$ cat config.mk
export PLATFORM = sky130hd
export DESIGN_NAME = sorted_key_set_insert_flat
export DESIGN_NICKNAME = d
export VERILOG_FILES = /design/src/rtl/sks_pkg.sv /design/src/rtl/sks_if.sv /design/src/rtl/sks_key_store.sv /design/src/rtl/sorted_key_set_insert.sv /design/src/flat_wrapper.sv
export VERILOG_INCLUDE_DIRS = /design/src /design/src/rtl
export SDC_FILE = /design/constraint.sdc
export NUM_CORES = 2
export LEC_CHECK = 0
export CAP_MARGIN = 20
export CORE_MARGIN = 3
export CORE_UTILIZATION = 25
export CTS_CLUSTER_SIZE = 16
export DETAILED_ROUTE_END_ITERATION = 7
export DONT_BUFFER_PORTS = 1
export PLACE_DENSITY_LB_ADDON = 0.2
export SLEW_MARGIN = 20
export SYNTH_ARGS = -nofsm -noshare
export SYNTH_HDL_FRONTEND = slang
export SYNTH_SLANG_ARGS = --single-unit
$ cat constraint.sdc
create_clock -name clk -period 11.2 [get_ports clk]
set_input_delay 0.56 -clock clk [delete_from_list [all_inputs] [get_ports clk]]
set_output_delay 0.56 -clock clk [all_outputs]
set_load 0.005 [all_outputs]
$ cat src/rtl/assert_macros.svh
// assertion helpers, included by sorted_key_set_insert
`ifndef ASSERT_MACROS_SVH
`define ASSERT_MACROS_SVH

// property must hold at every rising clock edge outside reset
`define SKS_ASSERT(lbl, clk, rst_n, prop, msg) \
	lbl: assert property (@(posedge clk) disable iff (!rst_n) (prop)) else $error(msg);

// expression must never be true outside reset
`define SKS_NEVER(lbl, clk, rst_n, expr, msg) \
	lbl: assert property (@(posedge clk) disable iff (!rst_n) !(expr)) else $error(msg);

`endif

$ cat src/rtl/sks_pkg.sv
// ----------------------------------------------------------------------------
// sks_pkg
// Shared constants and types of the sorted key set: store size, field widths,
// result status codes and the key store port structs.
// ----------------------------------------------------------------------------
`default_nettype none

package sks_pkg;

	localparam int CAPACITY = 32;
	localparam int KEY_W    = 31;
	localparam int IDX_W    = $clog2(CAPACITY);
	localparam int OCC_W    = $clog2(CAPACITY + 1);

	typedef enum logic [1:0] {
		ST_INSERTED  = 2'd0,
		ST_DUPLICATE = 2'd1,
		ST_FULL      = 2'd2,
		ST_DUMP      = 2'd3
	} status_t;

	// access of the sequencer to the key store
	typedef struct packed {
		logic [IDX_W-1:0] rd_addr;
		logic             wr_en;
		logic [IDX_W-1:0] wr_addr;
		logic [KEY_W-1:0] wr_data;
	} store_req_t;

	// shared comparator: registered stored key against the probe key
	typedef struct packed {
		logic lt;
		logic eq;
	} cmp_res_t;

endpackage

`default_nettype wire

$ cat src/rtl/sks_if.sv
// ----------------------------------------------------------------------------
// sks_in_if / sks_out_if
// Valid/ready channels of the sorted key set: command words in, result
// words out.
// ----------------------------------------------------------------------------
`default_nettype none

interface sks_in_if;
	import sks_pkg::*;

	logic             valid;
	logic             ready;
	logic             cmd;
	logic [KEY_W-1:0] key;

	modport source (output valid, output cmd, output key, input ready);
	modport sink (input valid, input cmd, input key, output ready);
endinterface

interface sks_out_if;
	import sks_pkg::*;

	logic             valid;
	logic             ready;
	status_t          status;
	logic [KEY_W-1:0] key_out;
	logic             entry_valid;
	logic             last;

	modport source (output valid, output status, output key_out, output entry_valid,
		output last, input ready);
	modport sink (input valid, input status, input key_out, input entry_valid,
		input last, output ready);
endinterface

`default_nettype wire

$ cat src/rtl/sks_key_store.sv
// ----------------------------------------------------------------------------
// sks_key_store
// Key memory with one write and one registered read port, plus the shared
// magnitude comparator that tests the read key against the probe key.
// ----------------------------------------------------------------------------
`default_nettype none

module sks_key_store (
	input  wire logic                     clk,
	input  wire sks_pkg::store_req_t      req,
	input  wire logic [sks_pkg::KEY_W-1:0] probe,
	output logic      [sks_pkg::KEY_W-1:0] rd_data,
	output sks_pkg::cmp_res_t             cmp
);
	import sks_pkg::*;

	logic [KEY_W-1:0] mem_q [CAPACITY];
	logic [KEY_W-1:0] rd_q;

	always_ff @(posedge clk) begin
		if (req.wr_en) begin
			mem_q[req.wr_addr] <= req.wr_data;
		end
	end

	always_ff @(posedge clk) begin
		rd_q <= mem_q[req.rd_addr];
	end

	assign rd_data = rd_q;
	assign cmp.lt  = rd_q < probe;
	assign cmp.eq  = rd_q == probe;

endmodule

`default_nettype wire

$ cat src/rtl/sorted_key_set_insert.sv
// ----------------------------------------------------------------------------
// sorted_key_set_insert
// Bounded set of keys kept in ascending order. Insert places a key at its
// sorted slot, rejecting duplicates and inserts into a full store; dump
// streams all stored keys in ascending order.
// ----------------------------------------------------------------------------
//
//   channel  dir  word                                   handshake
//   req      in   cmd, key                               valid / ready
//   rsp      out  status, key_out, entry_valid, last     valid / ready
//
// insert: scans slots one at a time (read, then compare) up to the first key
//   not below the new key, then moves each larger key up (read, then write)
//   and writes the new key; the single read port and one comparator serialize it
// dump: one read and one result word per stored key; a single result word when empty
// req.ready is high only while the sequencer is idle; a result word waiting
//   in the output register does not hold off the next command
// reset empties the set at once; no clearing pass over the key memory
// ----------------------------------------------------------------------------
`default_nettype none
`include "assert_macros.svh"

module sorted_key_set_insert (
	input wire logic clk,
	input wire logic arst_n,
	sks_in_if.sink   req,
	sks_out_if.source rsp
);
	import sks_pkg::*;

	typedef enum logic [3:0] {
		S_IDLE,
		S_SCAN_RD,
		S_SCAN_CMP,
		S_SHIFT_RD,
		S_SHIFT_WR,
		S_WR_KEY,
		S_DUMP_RD,
		S_DUMP_OUT,
		S_DONE
	} state_t;

	state_t           state_q;
	logic [OCC_W-1:0] occ_q;
	logic [OCC_W-1:0] ptr_q;
	logic [OCC_W-1:0] pos_q;
	logic [KEY_W-1:0] key_q;
	status_t          status_q;

	logic             out_valid_q;
	status_t          out_status_q;
	logic [KEY_W-1:0] out_key_q;
	logic             out_entry_valid_q;
	logic             out_last_q;

	logic [OCC_W-1:0] ptr_inc;
	logic [OCC_W-1:0] ptr_dec;
	logic [OCC_W-1:0] pos_d;
	logic [OCC_W-1:0] rd_ptr;
	logic             slot_free;
	logic             store_full;
	logic             out_load;

	store_req_t       store_req;
	logic [KEY_W-1:0] rd_data;
	cmp_res_t         cmp;

	assign ptr_inc    = OCC_W'(ptr_q + 1'b1);
	assign ptr_dec    = OCC_W'(ptr_q - 1'b1);
	assign pos_d      = cmp.lt ? ptr_inc : ptr_q;
	assign slot_free  = !out_valid_q || rsp.ready;
	assign store_full = occ_q == OCC_W'(CAPACITY);

	// a new result word goes into the output register this cycle
	assign out_load = slot_free && ((state_q == S_DUMP_OUT) || (state_q == S_DONE));

	// moving a key up reads the slot below the one being written
	assign rd_ptr = (state_q == S_SHIFT_RD) ? ptr_dec : ptr_q;

	always_comb begin
		store_req.rd_addr = rd_ptr[IDX_W-1:0];
		store_req.wr_en   = (state_q == S_SHIFT_WR) || (state_q == S_WR_KEY);
		if (state_q == S_SHIFT_WR) begin
			store_req.wr_addr = ptr_q[IDX_W-1:0];
			store_req.wr_data = rd_data;
		end else begin
			store_req.wr_addr = pos_q[IDX_W-1:0];
			store_req.wr_data = key_q;
		end
	end

	sks_key_store u_store (
		.clk     (clk),
		.req     (store_req),
		.probe   (key_q),
		.rd_data (rd_data),
		.cmp     (cmp)
	);

	always_ff @(posedge clk or negedge arst_n) begin
		if (!arst_n) begin
			state_q           <= S_IDLE;
			occ_q             <= '0;
			ptr_q             <= '0;
			pos_q             <= '0;
			key_q             <= '0;
			status_q          <= ST_INSERTED;
			out_valid_q       <= 1'b0;
			out_status_q      <= ST_INSERTED;
			out_key_q         <= '0;
			out_entry_valid_q <= 1'b0;
			out_last_q        <= 1'b0;
		end else begin
			if (rsp.ready && !out_load) begin
				out_valid_q <= 1'b0;
			end
			case (state_q)
				S_IDLE: begin
					if (req.valid) begin
						key_q <= req.key;
						ptr_q <= '0;
						pos_q <= '0;
						if (req.cmd) begin
							if (occ_q == '0) begin
								status_q <= ST_DUMP;
								state_q  <= S_DONE;
							end else begin
								state_q <= S_DUMP_RD;
							end
						end else if (occ_q == '0) begin
							state_q <= S_WR_KEY;
						end else begin
							state_q <= S_SCAN_RD;
						end
					end
				end
				S_SCAN_RD: begin
					state_q <= S_SCAN_CMP;
				end
				S_SCAN_CMP: begin
					if (cmp.eq) begin
						status_q <= ST_DUPLICATE;
						state_q  <= S_DONE;
					end else if (cmp.lt && (ptr_inc != occ_q)) begin
						ptr_q   <= ptr_inc;
						state_q <= S_SCAN_RD;
					end else if (store_full) begin
						status_q <= ST_FULL;
						state_q  <= S_DONE;
					end else begin
						// slot found: move keys up from the top down to it
						pos_q <= pos_d;
						ptr_q <= occ_q;
						state_q <= (occ_q == pos_d) ? S_WR_KEY : S_SHIFT_RD;
					end
				end
				S_SHIFT_RD: begin
					state_q <= S_SHIFT_WR;
				end
				S_SHIFT_WR: begin
					ptr_q   <= ptr_dec;
					state_q <= (ptr_dec == pos_q) ? S_WR_KEY : S_SHIFT_RD;
				end
				S_WR_KEY: begin
					occ_q    <= OCC_W'(occ_q + 1'b1);
					status_q <= ST_INSERTED;
					state_q  <= S_DONE;
				end
				S_DUMP_RD: begin
					state_q <= S_DUMP_OUT;
				end
				S_DUMP_OUT: begin
					if (slot_free) begin
						out_valid_q       <= 1'b1;
						out_status_q      <= ST_DUMP;
						out_key_q         <= rd_data;
						out_entry_valid_q <= 1'b1;
						out_last_q        <= ptr_inc == occ_q;
						if (ptr_inc == occ_q) begin
							state_q <= S_IDLE;
						end else begin
							ptr_q   <= ptr_inc;
							state_q <= S_DUMP_RD;
						end
					end
				end
				S_DONE: begin
					if (slot_free) begin
						out_valid_q       <= 1'b1;
						out_status_q      <= status_q;
						out_key_q         <= '0;
						out_entry_valid_q <= 1'b0;
						out_last_q        <= 1'b1;
						state_q           <= S_IDLE;
					end
				end
				default: begin
					state_q <= S_IDLE;
				end
			endcase
		end
	end

	assign req.ready       = state_q == S_IDLE;
	assign rsp.valid       = out_valid_q;
	assign rsp.status      = out_status_q;
	assign rsp.key_out     = out_key_q;
	assign rsp.entry_valid = out_entry_valid_q;
	assign rsp.last        = out_last_q;

	`SKS_NEVER(a_occ_bound, clk, arst_n, occ_q > OCC_W'(CAPACITY), "occupancy above capacity")
	`SKS_ASSERT(a_no_write_full, clk, arst_n, store_req.wr_en |-> !store_full,
		"key store written while full")
	`SKS_ASSERT(a_occ_step, clk, arst_n, !$stable(occ_q) |-> occ_q == OCC_W'($past(occ_q) + 1'b1),
		"occupancy moved by other than one")
	`SKS_ASSERT(a_shift_above_pos, clk, arst_n,
		(state_q == S_SHIFT_RD || state_q == S_SHIFT_WR) |-> ptr_q > pos_q,
		"key move below insert slot")

endmodule

`default_nettype wire
$ cat src/flat_wrapper.sv
// flat-port wrapper written by rule: the top's interface ports become plain ports
module sorted_key_set_insert_flat import sks_pkg::*;
  (clk, arst_n, req_valid, req_cmd, req_key, req_ready, rsp_valid, rsp_status, rsp_key_out, rsp_entry_valid, rsp_last, rsp_ready);
  sks_in_if req_i ();
  sks_out_if rsp_i ();
  input wire logic clk;
  input wire logic arst_n;
  input wire logic [$bits(req_i.valid)-1:0] req_valid;
  input wire logic [$bits(req_i.cmd)-1:0] req_cmd;
  input wire logic [$bits(req_i.key)-1:0] req_key;
  output wire logic [$bits(req_i.ready)-1:0] req_ready;
  output wire logic [$bits(rsp_i.valid)-1:0] rsp_valid;
  output wire logic [$bits(rsp_i.status)-1:0] rsp_status;
  output wire logic [$bits(rsp_i.key_out)-1:0] rsp_key_out;
  output wire logic [$bits(rsp_i.entry_valid)-1:0] rsp_entry_valid;
  output wire logic [$bits(rsp_i.last)-1:0] rsp_last;
  input wire logic [$bits(rsp_i.ready)-1:0] rsp_ready;
  assign req_i.valid = req_valid;
  assign req_i.cmd = req_cmd;
  assign req_i.key = req_key;
  assign req_ready = req_i.ready;
  assign rsp_valid = rsp_i.valid;
  assign rsp_status = rsp_i.status;
  assign rsp_key_out = rsp_i.key_out;
  assign rsp_entry_valid = rsp_i.entry_valid;
  assign rsp_last = rsp_i.last;
  assign rsp_i.ready = rsp_ready;
  sorted_key_set_insert u_core (.clk(clk), .arst_n(arst_n), .req(req_i), .rsp(rsp_i));
endmodule
==> run summary <==
Clock Sinks: 1114
Largest net degree at the start of global routing: 141
CTS max path bufs: 3
CP max stage delay: 810 ps
Adder-Cell Fraction of Synth Area: 0.0105
Layout Cells excl Fill: 4704
TritonCTS buffer count: 117
Vias in the first global route: 23129
Min Tclk post-route: 4820 ps
Switching share of power: 0.320
Post-synthesis mux area share: 0.176
Vias per cell: 4.62
Startpoint types: flip-flop
Leakage: 16.7 nW
First-pass GRT wire length: 180000 µm
Die area: 0.181 mm²
Die height: 426 µm
Share of cells above drive strength 1: 0.284
Post-synthesis compound-gate area fraction: 0.0221
Max FO, Critical Path: 33
RSZ-0062 raised after global routing: no
Comb power frac: 0.331
Crit-path slowest cell: buf_4
I/O Pins: 73
Clock transition at path regs: 60 ps
Mapped Area: 0.0441 mm²
Critical path's top delay family: buffers and inverters
Max frequency: 207 MHz
Main synth FF type: edfxtp_1
Vias: 21746
1st-iter DRT viols: 1779
Antenna violations before repair: 0
Syn_area_per_cell: 20.3 µm²
Die width: 426 µm
Worst min path class: in -> reg
Number of synthesized flops with an enable pin: 992
Final Hold Viols: 0
Worst path cell trace: nand2_1 > nor3_4 > nand2_1 > xor2_4 > buf_4 > buf_4 > mux4_2 > mux2_2
Tot GR Track Use: 0.140
Final wirelength: 127000 µm
NetSw: 0.00464 W
Global placement routability congestion: 0.764
Req. time, crit path: 11800 ps
Final WS setup: 6380 ps
Pre-CTS setup slack: 6300 ps
CP Capture Type: flip-flop
Post-Synth XOR/XNOR Area: 0.00735
Least-Margin Pin Slew: 1130 ps
Postcts setup bufs: 0
PD cells: 281 mW/mm²
Area grow syn2layout: 17.2%
Post-Syn Nets: 2241
Post-synth ARST share: 0.0817
Clk network pwr share: 0.263
Seq/Total Area, Yosys: 0.742
Final Core Density: 0.296
Root Buffer Master: clkbuf_16
Max rail drop VDD: 214 µV
Drt first pass iters: 5
Maxcap violations: 0
Outcome: completed
Relative max-transition margin: 0.250
Detailed placement HPWL: 66500 µm
Critical Path AT: 5430 ps
Post-route clock period utilization: 0.431
Site Rows: 153
DRC: 0
PortBufs: 0
Setup TNS: 0 ps
Buf/Inv on CP: 2
Clock latency on the worst-skew pair: 730 ps
Synth Instances: 2168
ANT nets after route: 0
CTS tree: done
Main combinational cell family by area after synthesis: multiplexers
Area of the core: 0.175 mm²
Final setup viols: 0
Fillers: 17036
Int Pwr: 0.00988 W
CP Class: reg -> reg
Simple-Gate Fraction of Synth Area: 0.0281
Final max-slew violation count: 0
Synth cell types: 54
Final hold slack: 204 ps
Initial Utilization: 0.252
Wirelength per Cell: 27.1 µm
CTS HTree Levels: 3
Placed insts: 4450
Sequential power share: 0.406
Number of synthesized register bits: 1114
GR Overflow Total: 0
Layout net count: 2350
Worst Skew: 43.2 ps
Yosys warns: 0
[synth_stat cells (19+ instances only)]
library cell | instances | area, µm²
dfxtp_1 | 31 | 621
clkbuf_1 | 87 | 327
edfxtp_1 | 992 | 29800
o21ai_0 | 84 | 420
ha_1 | 37 | 463
mux2_2 | 67 | 754
dfrtp_1 | 91 | 2280
inv_1 | 40 | 150
xor2_1 | 19 | 166
mux4_2 | 310 | 6980
a21oi_1 | 25 | 125
buf_2 | 21 | 105
nor2_1 | 58 | 218
nand2_1 | 143 | 537
[cells by family after synthesis]
kind of cell | after synthesis
AOI/OAI and AO/OA | 163
buffers and inverters | 158
DFF | 1114
muxes | 380
and+or+nand+nor | 279
xor gates and xnor gates | 37
adders and majority gates | 37
[registers in the layout, summed over array words and instances (netlist names), 2 cells and up]
name	count
u_core.u_store.mem_q	992
u_core.state_q	4
u_core.rsp.key_out	31
u_core.pos_q	6
u_core.occ_q	6
u_core.key_q	31
u_core.u_store.rd_data	31
u_core.rsp.status	2
u_core.status_q	2
u_core.ptr_q	6
[path summary, 6_finish.rpt]
kind                                         from                          to  slack (ps)  depth (start not counted)
worst max register to register  u_core.state_q[0]  u_core.u_store.rd_data[18]        6380                          8
worst min register to register   u_core.key_q[20]            u_core.key_q[20]         510                          1
max in group asynchronous                  arst_n      u_core.rsp.key_out[17]       10260                          2
worst max-delay path            u_core.state_q[0]  u_core.u_store.rd_data[18]        6380                          8
min in group asynchronous                  arst_n           u_core.state_q[0]         440                          2
worst min-delay path                      req_cmd           u_core.state_q[0]         200                          3
[stage by stage]
stage	instance area [µm²]	power (W)
after floorplan	44100	0.00925
after global placement	47500	0.0108
after detailed placement	47500	0.0109
after CTS	51600	0.0148
after global routing	51700	0.0153
final	51700	0.0145
[final cells by class]
cell class	instances	area, µm²	share of cell area
timing repair buffer	108	961	0.0186
inverter	40	150	0.00291
sequential	1114	32700	0.633
clock inverter	53	488	0.00945
antenna	1	2.50	0.0000484
clock buffer	167	3270	0.0633
multi-input combinational	896	11200	0.217
tap	2325	2910	0.0563
[per-layer routing]
metal,vias to the layer above,track usage,part of all wire
li1,9095,-,-
met5,-,0,0
met2,498,0.237,0.50
met3,138,0.0172,0.037
met4,0,0.0366,0.020
met1,12015,0.190,0.44
[timing repair]
action	4_1_cts	5_1_grt
gates resized for setup	0	0
hold buffers	33	0
endpoints found under the setup margin	0	0
endpoints found under the hold margin	122	0
[worst register-to-register path, stage by stage (launching register included)]
cell and delay, ps:
dfrtp_1 800, nand2_1 210, nor3_4 400, nand2_1 210, xor2_4 660, buf_4 620, buf_4 850, mux4_2 670
mux2_2 280
[power groups by stage]
stage	Sequential [W]	Combinational (W)	Clock [W]
floorplan	0.00585	0.00340	0
global placement	0.00600	0.00477	0
detailed placement	0.00601	0.00486	0
CTS	0.00592	0.00490	0.00393
global route	0.00594	0.00524	0.00409
finish	0.00590	0.00481	0.00382
[layout by cell type (no fill, tap or decap), types with 9 or more instances in the layout]
cell type      Yosys  final
edfxtp_1         992    992
mux4_2           310    310
nand2_1          143    142
clkbuf_16          0    120
dfrtp_1           91     91
buf_4              2     71
mux2_2            67     67
o21ai_0           84     52
inv_1             40     40
clkbuf_1          87     38
ha_1              37     37
nor2_4             0     32
dlygate4sd3_1      0     32
dfxtp_1           31     31
o21ai_1            6     28
nor2_1            58     26
a21oi_1           25     25
clkinv_2           0     20
clkinv_1           0     18
xnor2_1           18     17
xor2_1            19     16
nor3_1            16     15
nand3_1           13     12
o21ai_4            0      9
and3_1             9      9
nand4_1            9      9
clkbuf_8           0      9
Power figures use the tool's default switching activity.
